--- config.mk ---
export PLATFORM = sky130hd
export DESIGN_NAME = pfs_queue
export DESIGN_NICKNAME = d
export VERILOG_FILES = /design/src/hw/rtl/pfs_queue.sv
export SDC_FILE = /design/constraint.sdc
export NUM_CORES = 1
export LEC_CHECK = 0
export ABC_AREA = 1
export BUFFER_PORTS_ARGS = -buffer_cell sky130_fd_sc_hd__buf_2
export CORE_ASPECT_RATIO = 1.5
export CORE_MARGIN = 3
export CORE_UTILIZATION = 30
export DETAILED_ROUTE_END_ITERATION = 16
export GPL_TIMING_DRIVEN = 0
export PLACE_DENSITY_LB_ADDON = 0.12
export SLEW_MARGIN = 20
export SYNTH_ARGS = -nofsm -noshare
export SYNTH_HDL_FRONTEND = slang
export SYNTH_SLANG_ARGS = --single-unit
--- constraint.sdc ---
create_clock -name clk_i -period 1.5 [get_ports clk_i]
set_input_delay 0.225 -clock clk_i [delete_from_list [all_inputs] [get_ports clk_i]]
set_output_delay 0.225 -clock clk_i [all_outputs]
set_load 0.005 [all_outputs]
--- src/hw/rtl/pfs_queue.sv ---
// ----------------------------------------------------------------------------
// pfs_queue
// Two-entry job queue between the front and the back.
// ----------------------------------------------------------------------------
module pfs_queue #(
  parameter int Width = 8
) (
  input  logic             clk_i,
  input  logic             rst_ni,
  input  logic             push_i,
  input  logic [Width-1:0] data_i,
  output logic             full_o,
  input  logic             pop_i,
  output logic             valid_o,
  output logic [Width-1:0] data_o
);
  logic [Width-1:0] slot_q [2];
  logic             wr_q, rd_q;
  logic [1:0]       fill_q;
  logic             do_push, do_pop;

  assign full_o  = (fill_q == 2'd2);
  assign valid_o = (fill_q != 2'd0);
  assign data_o  = slot_q[rd_q];
  assign do_push = push_i && !full_o;
  assign do_pop  = pop_i && valid_o;

  always_ff @(posedge clk_i or negedge rst_ni) begin
    if (!rst_ni) begin
      wr_q   <= 1'b0;
      rd_q   <= 1'b0;
      fill_q <= 2'd0;
    end else begin
      if (do_push) begin
        wr_q <= !wr_q;
      end
      if (do_pop) begin
        rd_q <= !rd_q;
      end
      if (do_push && !do_pop) begin
        fill_q <= fill_q + 2'd1;
      end else if (do_pop && !do_push) begin
        fill_q <= fill_q - 2'd1;
      end
    end
  end

  always_ff @(posedge clk_i) begin
    if (do_push) begin
      slot_q[wr_q] <= data_i;
    end
  end

endmodule

==> summary.md <==
| Metric | Value |
|---|---|
| Worst r2r src | fill_q[1] |
| Worst-skew pair later-pin latency | 290 ps |
| Vias in the first global route | 518 |
| Slowest stage delay, CP | 390 ps |
| Slew @ Worst Pin | 452 ps |
| Final clock skew | 1.80 ps |
| Initial DRC count | 10 |
| # nets final | 113 |
| PwrDens | 1750 nW/um^2 |
| Final Slew Violations | 0 |
| Switching share of power | 35.8% |
| Post-Route Utilization | 39.9% |
| Initial Util | 32.3% |
| Synth Cell Area | 818 um^2 |
| Core ar. | 2530 um^2 |
| Initial antenna violation count | 0 |
| Largest net degree at the start of global routing | 11 |
| Setup CP Type | reg2reg |
| Internal power | 1.14 mW |
| WL final | 1.43 mm |
| Peak supply drop | 0.812 mV |
| Relative slew slack | 69.8% |
| Worst hold start | data_i[5] |
| Cells after Synth | 73 |
| Clk buf depth | 2 |
| Port bufs | 21 |
| Startpoint type of the worst setup path | flip-flop |
| 1st-pass router iterations | 4 |
| Status | complete, no violations |
| Post-synthesis sequential area ratio | 70.9% |
| Area growth syn-to-layout | 23.5% |
| Via Count | 562 |
| CTS Sinks | 20 |
| Fin. Hold Viols | 0 |
| YS warnings | 0 |
| FF-to-FF setup slack | 110 ps |
| Logic pwr share | 39.4% |
| I/O pins | 22 |
| Critical path cell sequence | inv_1 > o21ai_0 > nor2_2 |
| Fin cells | 134 |
| Dpl cells | 130 |
| CTS Buf Count | 3 |
| RSZ-0062 raised after global routing | false |
| Multi-input logic area | 205 um^2 |
| Largest area contributor in the netlist | edfxtp_1 |
| Maximum Capacitance Violations | 0 |
| Register bit total from synthesis | 20 |
| Leakage power | 0.469 nW |
| Post-synth cell types | 15 |
| Final ANT Viol Nets | 0 |
| Slowest stage cell, crit path | dfrtp_1 |
| Clock power frac | 13.7% |
| FF+latch area | 581 um^2 |
| Clock H-tree levels | 1 |
| Vias per cell | 4.19 |
| Post-Synthesis Net Count | 86 |
| GRT Residual Overflow | 0 |
| Post-route clock period utilization | 92.9% |
| CTS tree | done |
| Hold Path Sink | slot_q[0][5] |
| Sw Pwr | 0.633 mW |
| Minimum clock period | 1390 ps |
| Synth area leaders | edfxtp_1 59%, nand2_1 15%, dfrtp_1 12%, inv_1 2.8%, nand2_2 2.3% |
| CP endpoint kind | flip-flop |
| Dpl cell area | 968 um^2 |
| Post-synth top area share | 58.7% |
| Worst Hold Depth | 1 |
| Drc violations | 0 |
| Worst r2r path cells | 3 |
| CP Data Required Time | 1450 ps |
| Number of fill cells | 267 |
| Most frequent cells in the layout | 32 x nand2_1, 21 x buf_2, 16 x edfxtp_1 |
| Detailed Place HPWL | 1.03 mm |
| Die ar. | 3400 um^2 |
| Final Setup Violations | 0 |
| Num rows | 22 |
| Crit path arrival time | 1340 ps |
| GP Congestion | 0.641 |
| Layout cells sized above 1 | 33.7% |
| Ant diodes | 0 |
| Die H | 70.0 um |
| Reg power frac | 46.9% |
| Die W | 48.6 um |
| F_max | 717 MHz |
| Reg clk slew, reported paths | 100 ps |
| Wirelength per Cell | 10.6 um |
| CTS Root Cell | clkbuf_4 |
| # Post-CTS Setup Buffers | 0 |
| R2R Path End | slot_q[1][5] |
| Type of the tightest min-delay check | in2reg |
| Commonest non-fill, non-tap cell in the layout | nand2_1 |
| Syn avg cell area | 11.2 um^2 |
| First-pass GRT wire length | 2.34 mm |
| Design Area, Final | 1010 um^2 |
| CP max FO | 8 |
| Tot GR Track Use | 9.01% |
| Worst hold slack | 120 ps |
-- layout make-up --
type                    instances  area share, %
plain buffers                   1          0.743
repair buffers                 22           11.4
well taps                      36           4.46
flip-flops and latches         20           57.4
multi-input cells              44           20.3
inverters                       8           3.47
clock buffers                   3           2.23
-- synth_stat cells (all sizes together) --
cell and n:
nand3 2, nand4 1, buf 1, nand2 35, nor2 3, ha 1
dfrtp 4, xnor2 1, o21ai 1, edfxtp 16, inv 8
-- routing by layer --
metal,part of all wire [%],vias up,GRT usage (%),wire [um]
met1,42,261,10.3,600
met3,5.8,2,2.56,82
met2,51,13,14.5,726
li1,-,286,-,-
met5,0,-,0,0
met4,1.1,0,5.70,16
-- power groups by stage --
stage / clock network [mW] / registers [mW] / logic [mW]
global route: 0.273 / 0.849 / 0.807
finish: 0.242 / 0.831 / 0.698
CTS: 0.252 / 0.831 / 0.710
global placement: 0 / 0.840 / 0.683
floorplan: 0 / 0.830 / 0.445
detailed placement: 0 / 0.843 / 0.694
-- critical path, delay by kind of cell (launching register included) --
kind	cells	cell delay (ps)
AO/OA/AOI/OAI	1	140
buffers and inverters	1	130
flip-flops	1	390
AND/OR/NAND/NOR	1	390
-- metrics by stage --
stage                     setup slack (ps)  TNS [ps]  power (mW)
final                                  106         0        1.77
after global routing                  13.6         0        1.93
after floorplan                        171         0        1.28
after global placement                -127     -1010        1.52
after detailed placement              -131     -1050        1.54
after CTS                             32.1         0        1.79
-- how the worst max path moves through the flow --
stage / start / end / slack, ps / cells past startpoint
finish: fill_q[1] / slot_q[1][5] / 110 / 3
global route: fill_q[1] / slot_q[1][1] / 10 / 3
CTS: rd_q / data_o[6] / 30 / 5
floorplan: fill_q[1] / slot_q[1][0] / 170 / 3
detailed placement: fill_q[1] / slot_q[1][1] / -130 / 3
global placement: fill_q[1] / slot_q[1][1] / -130 / 3
-- logic make-up after synthesis --
logic type                 count (synthesis)  share of synthesized area (%)
DFF                                       20                           70.9
AOI/OAI and AO/OA                          1                          0.611
and+or+nand+nor                           41                           21.6
buffers and inverters                      9                           4.28
xor gates and xnor gates                   1                           1.07
adders and majority gates                  1                           1.53
-- sequential cells by signal, summed over array words and instances (netlist names) --
signal	cells
fill_q	2
slot_q	16
rd_q	1
wr_q	1
-- what timing repair did --
action,4_1_cts,5_1_grt
endpoints found under the setup margin,16,7
cloned,0,0
hold endpoints to repair,4,0
hold buffers,1,0
gates resized for setup,2,3
(Power assumes the default switching activity.)
