## config.mk

```make
export PLATFORM = sky130hd
export DESIGN_NAME = pfs_front
export DESIGN_NICKNAME = d
export VERILOG_FILES = /design/src/hw/rtl/pfs_pkg.sv /design/src/hw/rtl/pfs_front.sv
export SDC_FILE = /design/constraint.sdc
export NUM_CORES = 1
export LEC_CHECK = 0
export ABC_AREA = 0
export BUFFER_PORTS_ARGS = -buffer_cell sky130_fd_sc_hd__buf_4
export CORE_MARGIN = 4
export CORE_UTILIZATION = 50
export DETAILED_ROUTE_END_ITERATION = 8
export GPL_TIMING_DRIVEN = 1
export HOLD_SLACK_MARGIN = 0.05
export PLACE_DENSITY = 0.76
export SYNTH_ARGS = -nofsm -noshare
export SYNTH_HDL_FRONTEND = slang
export SYNTH_SLANG_ARGS = --single-unit
```

## constraint.sdc

```tcl
create_clock -name clk_i -period 6.46 [get_ports clk_i]
set_input_delay 1.292 -clock clk_i [delete_from_list [all_inputs] [get_ports clk_i]]
set_output_delay 1.292 -clock clk_i [all_outputs]
set_load 0.01 [all_outputs]
```

## src/hw/rtl/pfs_pkg.sv

```systemverilog
// ----------------------------------------------------------------------------
// pfs_pkg
// Item types and constants shared by the face skewness modules.
// ----------------------------------------------------------------------------
package pfs_pkg;

  localparam int FIELD_BITS     = 24;
  localparam int SCORE_W        = 16;
  localparam int TOTAL_W        = 20;
  localparam int ONE_Q15        = 32768;
  localparam int TOTAL_MAX      = 1048575;
  localparam int MAX_FACES_DEF  = 16;
  localparam int COORD_BITS_DEF = 24;

  typedef struct packed {
    logic signed [FIELD_BITS-1:0] coord_x;
    logic signed [FIELD_BITS-1:0] coord_y;
    logic signed [FIELD_BITS-1:0] coord_z;
    logic                         face_end;
    logic                         group_end;
  } in_item_t;

  typedef struct packed {
    logic [SCORE_W-1:0] face_score;
    logic [TOTAL_W-1:0] group_total;
    logic               group_done;
  } out_item_t;

  // Control that travels with each corner job through the queue.
  typedef struct packed {
    logic corner;  // job carries a corner to evaluate
    logic last;    // face closes after this job
    logic grp;     // closing face also closes the group
  } job_ctl_t;

endpackage

```

## src/hw/rtl/pfs_front.sv

```systemverilog
// ----------------------------------------------------------------------------
// pfs_front
// Accept vertices, track the open face and issue corner jobs to the queue.
// ----------------------------------------------------------------------------
module pfs_front #(
  parameter int CoordBits = pfs_pkg::COORD_BITS_DEF
) (
  input  logic                     clk_i,
  input  logic                     rst_ni,
  input  logic                     in_valid_i,
  output logic                     in_stall_o,
  input  pfs_pkg::in_item_t        in_item_i,
  output logic                     job_valid_o,
  input  logic                     job_full_i,
  output logic [9*CoordBits-1:0]   job_data_o,
  output pfs_pkg::job_ctl_t        job_ctl_o
);
  import pfs_pkg::*;

  localparam int VW = 3 * CoordBits;

  typedef enum logic [3:0] {
    F_IDLE = 4'b0001,
    F_JOB0 = 4'b0010,
    F_JOB1 = 4'b0100,
    F_JOB2 = 4'b1000
  } front_state_e;

  front_state_e state_q, state_d;
  logic [VW-1:0] first_q, second_q, older_q, newer_q, prev_q;
  logic [1:0]    seen_q, seen_d;
  logic          main_q, close_q, grp_q;
  logic [VW-1:0] vtx;
  logic          accept, push;

  assign vtx = {CoordBits'(in_item_i.coord_z), CoordBits'(in_item_i.coord_y),
                CoordBits'(in_item_i.coord_x)};
  assign in_stall_o = (state_q != F_IDLE);
  assign accept     = in_valid_i && (state_q == F_IDLE);
  assign job_valid_o = (state_q != F_IDLE);
  assign push        = job_valid_o && !job_full_i;

  always_comb begin
    seen_d = seen_q;
    case (seen_q)
      2'd0:    seen_d = 2'd1;
      2'd1:    seen_d = 2'd2;
      default: seen_d = 2'd3;
    endcase
    if (in_item_i.face_end) begin
      seen_d = 2'd0;
    end
  end

  // Job contents and sequencing.
  always_comb begin
    state_d    = state_q;
    job_data_o = {prev_q, older_q, newer_q};
    job_ctl_o  = '{corner: main_q, last: close_q && !main_q, grp: grp_q};
    case (state_q)
      F_IDLE: begin
        if (accept && (seen_q >= 2'd2 || in_item_i.face_end)) begin
          state_d = F_JOB0;
        end
      end
      F_JOB0: begin
        if (push) begin
          state_d = (main_q && close_q) ? F_JOB1 : F_IDLE;
        end
      end
      F_JOB1: begin
        job_data_o = {older_q, newer_q, first_q};
        job_ctl_o  = '{corner: 1'b1, last: 1'b0, grp: grp_q};
        if (push) begin
          state_d = F_JOB2;
        end
      end
      F_JOB2: begin
        job_data_o = {newer_q, first_q, second_q};
        job_ctl_o  = '{corner: 1'b1, last: 1'b1, grp: grp_q};
        if (push) begin
          state_d = F_IDLE;
        end
      end
      default: state_d = F_IDLE;
    endcase
  end

  always_ff @(posedge clk_i or negedge rst_ni) begin
    if (!rst_ni) begin
      state_q <= F_IDLE;
      seen_q  <= 2'd0;
    end else begin
      state_q <= state_d;
      if (accept) begin
        seen_q <= seen_d;
      end
    end
  end

  always_ff @(posedge clk_i) begin
    if (accept) begin
      main_q  <= (seen_q >= 2'd2);
      close_q <= in_item_i.face_end;
      grp_q   <= in_item_i.group_end;
      case (seen_q)
        2'd0: begin
          first_q <= vtx;
          newer_q <= vtx;
        end
        2'd1: begin
          second_q <= vtx;
          older_q  <= newer_q;
          newer_q  <= vtx;
        end
        default: begin
          prev_q  <= older_q;
          older_q <= newer_q;
          newer_q <= vtx;
        end
      endcase
    end
  end

endmodule

```

==> run metrics, run 1 <==
TritonCTS clock tree built; cells on worst reg2reg path 5; Ports 299; hold path depth 0; Setup Crit Path Kind register to output port; asr flop ratio synth 1.626%; PwrDens 367.0 nW/um2; relative max-transition margin 25.55%; synth warn 0; final worst path period share 70.73%; GP Congestion 0.8173; register area share after synthesis 72.71%; arrival time worst endpoint 3.28 ns; H-tree depth 2; post-synth top area share 71.71%; Initial Util 51.02%; post-synthesis cell type count 30; Synth area leader edfxtp_1; Setup crit end kind output port; Setup crit start kind register; fin worst setup slack 1.891 ns; final setup fails 0; Post-Syn Area 15200 um2; Max-Cap Viols 0; fin area 18910 um2; ys flop type edfxtp_1; worst-path fanout max 115; I/O Buffers 298; fmax 218.8 MHz; post_cts resized 0; Initial DRC Count 1022; GRT Total Usage 21.09%; layout cell share with drive strength beyond 1 26.03%; Avg Cell Area, Syn 13.45 um2; final max-slew violation count 0; wire per inst 20.11 um; Post-synth EDFFs 363; # hold bufs at CTS 0; slew at the pin with the worst max-slew slack 1.117 ns; CP Data Required Time 5.17 ns; Die X 182.4 um; Area Growth Syn to Fin 24.37%; skew final 0.01122 ns; Worst IR Drop VDD 0.2786 mV; DR pass1 iterations 5; vias in the first global route 10200; Post-DP Area 17720 um2; cells after synthesis 1130; antenna-violating nets left 0; first-pass GRT wire length 56100 um; RSZ-0062 raised after global routing no; flop and latch count out of synthesis 369; Die Footprint 33260 um2; Min Hold Slack 0.4774 ns; Synth area leaders edfxtp_1 72%, a22oi_1 11%, o21ai_0 6.8%, inv_1 5.4%, buf_2 1.2%; num rows 63; Clock Tree Buf Depth 3; Layout Cells excl Fill 1819; initial antenna violation count 0; fin crit period 4.569 ns; setup bufs post-CTS 0; Nets 1481; DR vias/cell 5.689; Core ar. 29800 um2; Die Y 182.4 um; routed wire length 36580 um; CTS sink count 369; Post-Route Setup TNS 0 ns; Min-Delay Path Class register to register; Syn Nets 1208; CTS Root Cell clkbuf_16; Post-DP HPWL 22510 um; clk_lat worst skew 0.51 ns; CTS buffer count 38; Placed Cells 1753; status completed; pre-CTS setup slack 2.419 ns; DRC viols 0; largest net degree at the start of global routing 222; Reg clk slew, reported paths 0.06 ns; Hold Vio Cnt, Final 0; Congestion Overflow GR 0; Vias 10350; # diodes 0; Lkg Pwr 7.170 nW
==> report_power, final <==
part	internal [mW]	switching [mW]
clock network	1.23	0.850
registers	3.26	0.271
logic	0.514	0.818
total	5.00	1.94
==> cell usage after synthesis, types with 2 or more instances <==
cell type and n:
dfrtp_1 5, buf_1 3, nor2_1 5, clkbuf_1 26
nor3_1 2, buf_2 35, edfxtp_1 363, buf_4 12
a21oi_1 3, nor2b_1 3, o21ai_1 12, nand3_1 2
o21ai_0 208, inv_1 219, nor4b_4 2, a22oi_1 216
==> state kept, by name, summed over array words and instances (netlist names) <==
| register | count |
|---|---|
| first_q | 72 |
| newer_q | 72 |
| older_q | 72 |
| prev_q | 72 |
| second_q | 72 |
| state_q | 4 |
| seen_q | 2 |
| close_q | 1 |
| grp_q | 1 |
| main_q | 1 |
==> final timing paths <==
kind	slack, ns	from	to
max in group asynchronous	5.66	rst_ni	state_q[0]$_DFFE_PN1P_
max	1.89	state_q[1]$_DFFE_PN0P_	job_data_o[212]
min	0.48	older_q[55]$_DFFE_PP_	prev_q[55]$_DFFE_PP_
min reg2reg	0.48	older_q[55]$_DFFE_PP_	prev_q[55]$_DFFE_PP_
max reg2reg	2.85	state_q[0]$_DFFE_PN1P_	second_q[15]$_DFFE_PP_
min in group asynchronous	0.59	rst_ni	seen_q[0]$_DFFE_PN0N_
==> cells by family (layout without fill, tap and decap cells) <==
group	count (synthesis)	in the layout	synth area share, %
AOI/OAI and AO/OA	444	444	18.29
muxes	2	2	0.1399
and+or+nand+nor	20	20	0.9961
DFF	369	369	72.71
buffers and inverters	295	594	7.869
==> final cells by class <==
cell class | count | area (um2)
sequential | 369 | 11050
fill | 2235 | 10890
multi-input combinational | 466 | 2995
timing repair buffer | 309 | 2357
clock buffer | 48 | 1052
inverter | 219 | 823.3
tap | 390 | 488.0
clock inverter | 18 | 137.6
==> stage by stage <==
| step | power (mW) | utilization [%] |
|---|---|---|
| 6_report | 6.939 | 63.45 |
| 5_1_grt | 7.256 | 63.45 |
| 4_1_cts | 7.005 | 63.45 |
| 3_5_place_dp | 4.916 | 59.46 |
| 3_3_place_gp | 4.873 | 59.46 |
| 2_1_floorplan | 4.134 | - |
==> cell usage in the layout, fill, tap and decap left out, drive strengths merged, types with 2 or more instances in the layout <==
| master | instances |
|---|---|
| a21oi | 3 |
| a22oi | 216 |
| buf | 309 |
| bufinv | 2 |
| clkbuf | 48 |
| clkinv | 16 |
| dfrtp | 5 |
| edfxtp | 363 |
| inv | 218 |
| nand3 | 2 |
| nor2 | 5 |
| nor2b | 3 |
| nor3 | 2 |
| nor4b | 4 |
| o21ai | 220 |
==> critical path: stages (launching register included) <==
cell,delay (ns)
dfrtp_1,0.50
nor4b_4,0.40
or2_4,0.90
buf_12,0.42
o21ai_0,0.26
buf_4,0.21
==> per-layer routing <==
layer	part of all wire [%]	global-route usage (%)	wire length, um
met1	40	28.47	14630
met4	2.5	6.334	913
met3	8.8	4.425	3228
met2	49	34.86	17800
met5	0	0	0
No activity file was read; power rests on OpenSTA's default activity.
==> inputs of run 2 (changes only) <==
==> constraint.sdc (replaced) <==
create_clock -name clk_i -period 4 [get_ports clk_i]
set_input_delay 0.8 -clock clk_i [delete_from_list [all_inputs] [get_ports clk_i]]
set_output_delay 0.8 -clock clk_i [all_outputs]
set_load 0.01 [all_outputs]
==> run 2 against run 1 <==
  * Final cell count up 0.33%
  * Hold slack got worse by 0.39 ns
  * Clock power is 65% higher
  * First-iteration DRC count grew 13%
  * Register-to-register slack worse by 1.5 ns
  * Critical path type unchanged
  * Critical endpoint is now job_data_o[160]
  * Largest cell class unchanged
==> run metrics, run 2 (synthesized netlist as in run 1, its figures left out) <==
Ports 299; RSZ-0062 raised after global routing no; antenna-violating nets left 0; Die X 182.4 um; TritonCTS clock tree built; routed wire length 37070 um; I/O Buffers 298; r2r startpoint state_q[0]$_DFFE_PN1P_; skew final 0.01637 ns; Initial DRC Count 1154; worst-path fanout max 218; cells on worst reg2reg path 5; GRT Total Usage 21.52%; final worst path period share 93.71%; Die Footprint 33260 um2; slew at the pin with the worst max-slew slack 1.028 ns; most frequent cells in the layout 363 x edfxtp_1, 307 x buf_4, 218 x inv_1; DRC viols 0; post_cts resized 0; CP Data Required Time 3.20 ns; Congestion Overflow GR 0; clk_lat worst skew 0.52 ns; DR pass1 iterations 7; Hold Vio Cnt, Final 0; Nets 1486; Max-Cap Viols 0; num rows 63; largest net degree at the start of global routing 222; Vias 10370; initial antenna violation count 2; Clock Tree Buf Depth 3; Setup Crit Path Kind register to output port; layout cell share with drive strength beyond 1 26.20%; wire per inst 20.31 um; CTS sink count 369; commonest non-fill, non-tap cell in the layout edfxtp_1; Setup crit start kind register; GP Congestion 0.7850; Layout Cells excl Fill 1825; vias in the first global route 10190; first-pass GRT wire length 56780 um; Die Y 182.4 um; Post-DP HPWL 22460 um; FF-to-FF End second_q[20]$_DFFE_PP_; fin crit period 3.749 ns; fin util 63.77%; DR vias/cell 5.683; Placed Cells 1757; # diodes 0; CTS Root Cell clkbuf_16; H-tree depth 2; final setup fails 0; arrival time worst endpoint 2.95 ns; Reg clk slew, reported paths 0.05 ns; status completed; # hold bufs at CTS 0; Setup crit end kind output port; Initial Util 51.02%; Lkg Pwr 7.213 nW; fmax 266.8 MHz; setup bufs post-CTS 0; Core ar. 29800 um2; relative max-transition margin 31.46%; CTS buffer count 39; flop2flop setup slack 1.40 ns; PwrDens 596.9 nW/um2; Area Growth Syn to Fin 25.01%; final max-slew violation count 0; Worst IR Drop VDD 0.4347 mV; Min-Delay Path Class primary input to async pin
## run 2: cell types whose count changed in the layout (fill, tap and decap cells not counted), sizes merged
cell / change
clkinv: +2
bufinv: +1
buf: +4
clkbuf: -1
## run 2: worst max-delay path, stage by stage, from the launching register on
cell and delay [ns]:
dfrtp_1 0.51, nor4b_4 0.41, buf_12 0.69, a22oi_1 0.20, o21ai_0 0.23, buf_4 0.20
## run 2: power by group
group / internal (mW) / leakage (nW) / switching, mW / total [mW]
Combinational: 0.851 / 3.20 / 1.34 / 2.20
Sequential: 5.25 / 3.42 / 0.447 / 5.70
Clock: 2.05 / 0.598 / 1.40 / 3.44
## run 2: per-stage QoR
stage	cell area [um2]	setup WS [ns]	setup TNS [ns]	hold WS [ns]	total power [mW]
2_1_floorplan	15210	-0.3776	-45.73	0.4509	6.658
3_3_place_gp	17780	0.9305	0	0.4523	7.912
3_5_place_dp	17780	0.8668	0	0.4623	7.982
4_1_cts	19000	0.3259	0	0.06569	11.44
5_1_grt	19000	0.07066	0	0.06627	11.85
6_report	19000	0.2514	0	0.09236	11.34
## run 2: metal layers
| metal | vias to the layer above | GRT usage (%) | wire (um) |
|---|---|---|---|
| li1 | 4749 | - | - |
| met1 | 4974 | 29.52 | 14780 |
| met2 | 556 | 34.44 | 17470 |
| met3 | 89 | 4.943 | 3641 |
| met4 | 4 | 7.085 | 1145 |
| met5 | - | 0 | 34 |
## run 2: worst max path at each step
stage | start | end | slack [ns] | cells past startpoint
6_report | state_q[1]$_DFFE_PN0P_ | job_data_o[160] | 0.25 | 5
5_1_grt | state_q[1]$_DFFE_PN0P_ | job_data_o[16] | 0.07 | 5
4_1_cts | state_q[1]$_DFFE_PN0P_ | job_data_o[186] | 0.33 | 5
3_5_place_dp | state_q[1]$_DFFE_PN0P_ | job_data_o[186] | 0.87 | 5
3_3_place_gp | state_q[1]$_DFFE_PN0P_ | job_data_o[186] | 0.93 | 5
2_1_floorplan | state_q[0]$_DFFE_PN1P_ | first_q[0]$_DFFE_PP_ | -0.38 | 3
## run 2: layout make-up
| type | count | area (um2) |
|---|---|---|
| multi-input combinational | 466 | 2995 |
| clock buffer | 47 | 1049 |
| timing repair buffer | 313 | 2425 |
| tap | 390 | 488.0 |
| inverter | 219 | 823.3 |
| fill | 2198 | 10790 |
| sequential | 369 | 11050 |
| clock inverter | 21 | 170.2 |
==> inputs of run 3 (changes only) <==
--- a/config.mk
+++ b/config.mk
@@ -7,12 +7,15 @@
 export LEC_CHECK = 0
 export ABC_AREA = 0
 export BUFFER_PORTS_ARGS = -buffer_cell sky130_fd_sc_hd__buf_4
+export CELL_PAD_IN_SITES_DETAIL_PLACEMENT = 1
+export CELL_PAD_IN_SITES_GLOBAL_PLACEMENT = 1
 export CORE_MARGIN = 4
-export CORE_UTILIZATION = 50
+export CORE_UTILIZATION = 40
+export CTS_CLUSTER_SIZE = 20
 export DETAILED_ROUTE_END_ITERATION = 8
 export GPL_TIMING_DRIVEN = 1
 export HOLD_SLACK_MARGIN = 0.05
-export PLACE_DENSITY = 0.76
+export PLACE_DENSITY_LB_ADDON = 0.1
 export SYNTH_ARGS = -nofsm -noshare
 export SYNTH_HDL_FRONTEND = slang
 export SYNTH_SLANG_ARGS = --single-unit
==> run 3 against run 2 <==
  * The flow now finishes with violations (max-slew violations, negative setup slack)
  * Clock power decreased by 3%
  * Combinational power about the same
  * Count of clock-buffer cells in the layout is 1 lower
  * Sequential power barely moved
  * Core utilization is 13 points lower
  * Largest power group unchanged
  * Highest routed layer unchanged
==> run metrics, run 3 (synthesized netlist as in run 1, its figures left out) <==
status finished with violations; failing checks max-slew violations, negative setup slack; I/O Buffers 298; TritonCTS clock tree built; wire per inst 21.50 um; fin worst setup slack -0.0001119 ns; fmax 250.0 MHz; DR WL met2 20210 um; Setup crit start kind register; GP Congestion 0.7454; Setup Crit Path Kind register to output port; WL met3 2382 um; PwrDens 590.7 nW/um2; met1 WL 18490 um; CTS sink count 369; layout cell share with drive strength beyond 1 25.66%; first-pass GRT wire length 63760 um; Nets 1487; Max-Cap Viols 0; Die X 202.9 um; Min-Delay Path Class primary input to async pin; Clock Tree Buf Depth 3; DR pass1 iterations 5; Worst Setup SP state_q[1]$_DFFE_PN0P_; clk_lat worst skew 0.53 ns; Initial Util 40.45%; largest net degree at the start of global routing 222; # diodes 0; commonest non-fill, non-tap cell in the layout edfxtp_1; Congestion Overflow GR 0; CP endpoint job_data_o[116]; Ports 299; post_cts resized 0; DRC viols 0; worst-path fanout max 221; pre-CTS setup slack 0.7906 ns; final worst path period share 100.0%; CTS buffer count 41; H-tree depth 2; slowest stage cell, crit path dfrtp_1; skew final 0.01434 ns; Crit path max-delay family buffers and inverters; GRT Total Usage 19.75%; Placed Cells 1877; slowest stage delay, CP 0.51 ns; relative max-transition margin -6.364%; cells on worst reg2reg path 5; Setup crit end kind output port; fin crit period 4.000 ns; FF-to-FF End second_q[50]$_DFFE_PP_; Reg clk slew, reported paths 0.05 ns; antenna-violating nets left 0; DR vias/cell 5.254; Die Footprint 41180 um2; r2r startpoint state_q[0]$_DFFE_PN1P_; Vias 10220; num rows 71; CTS Root Cell clkbuf_16; final setup fails 1; critical path depth 5; Post-DP HPWL 25640 um; # hold bufs at CTS 0; flop2flop setup slack 1.24 ns; initial antenna violation count 2; Die Y 202.9 um; slew at the pin with the worst max-slew slack 1.595 ns; Lkg Pwr 7.175 nW; setup bufs post-CTS 0; Initial DRC Count 714; Hold Vio Cnt, Final 0; Core ar. 37580 um2; most frequent cells in the layout 363 x edfxtp_1, 306 x buf_4, 218 x inv_1; vias in the first global route 10630; CP Data Required Time 3.20 ns; Area Growth Syn to Fin 25.55%; final max-slew violation count 91; Worst IR Drop VDD 0.2909 mV; Cell Chain, Critical Path nor4b_4 > buf_12 > a22oi_1 > o21ai_0 > buf_4; CP bufs+invs 2; RSZ-0062 raised after global routing no; arrival time worst endpoint 3.20 ns; routed wire length 41820 um; highest metal used met5; Layout Cells excl Fill 1945
## run 3: through the flow
step                power (mW)  util, %  hold slack [ns]    TNS (ns)  cell area [um2]
global placement         8.005    47.71           0.4554           0            17930
floorplan                6.658        -           0.4509      -45.73            15210
global route             11.83    50.79          0.06300           0            19080
CTS                      11.43    50.79          0.05319           0            19080
finish                   11.27    50.79          0.08285  -0.0001119            19080
detailed placement       8.053    47.71           0.4632           0            17930
## run 3: cell type report
cell class	count	area, um2
Clock buffer	46	1045
Clock inverter	22	112.6
Fill cell	3879	18490
Inverter	219	823.3
Multi-Input combinational cell	466	2995
Sequential cell	369	11050
Tap cell	511	639.4
Timing Repair Buffer	312	2417
## run 3: power by group
part,switching (mW),internal (mW)
clock network,1.44,1.91
logic,1.37,0.844
registers,0.450,5.26
total,3.26,8.02
## run 3: layer usage
metal  up-vias  global-route usage [%]
met5         -                       0
met4         2                   4.462
li1       4747                       -
met2       284                   32.18
met3        54                   3.993
met1      5133                   27.68
## run 3: worst min path at each step
stage                          startpoint                    end  cells after the start
global placement    older_q[29]$_DFFE_PP_   prev_q[29]$_DFFE_PP_                      0
global route                       rst_ni  seen_q[1]$_DFFE_PN0N_                      1
finish                             rst_ni  seen_q[1]$_DFFE_PN0N_                      1
floorplan            older_q[0]$_DFFE_PP_    prev_q[0]$_DFFE_PP_                      0
detailed placement  older_q[39]$_DFFE_PP_   prev_q[39]$_DFFE_PP_                      0
CTS                                rst_ni  seen_q[1]$_DFFE_PN0N_                      1
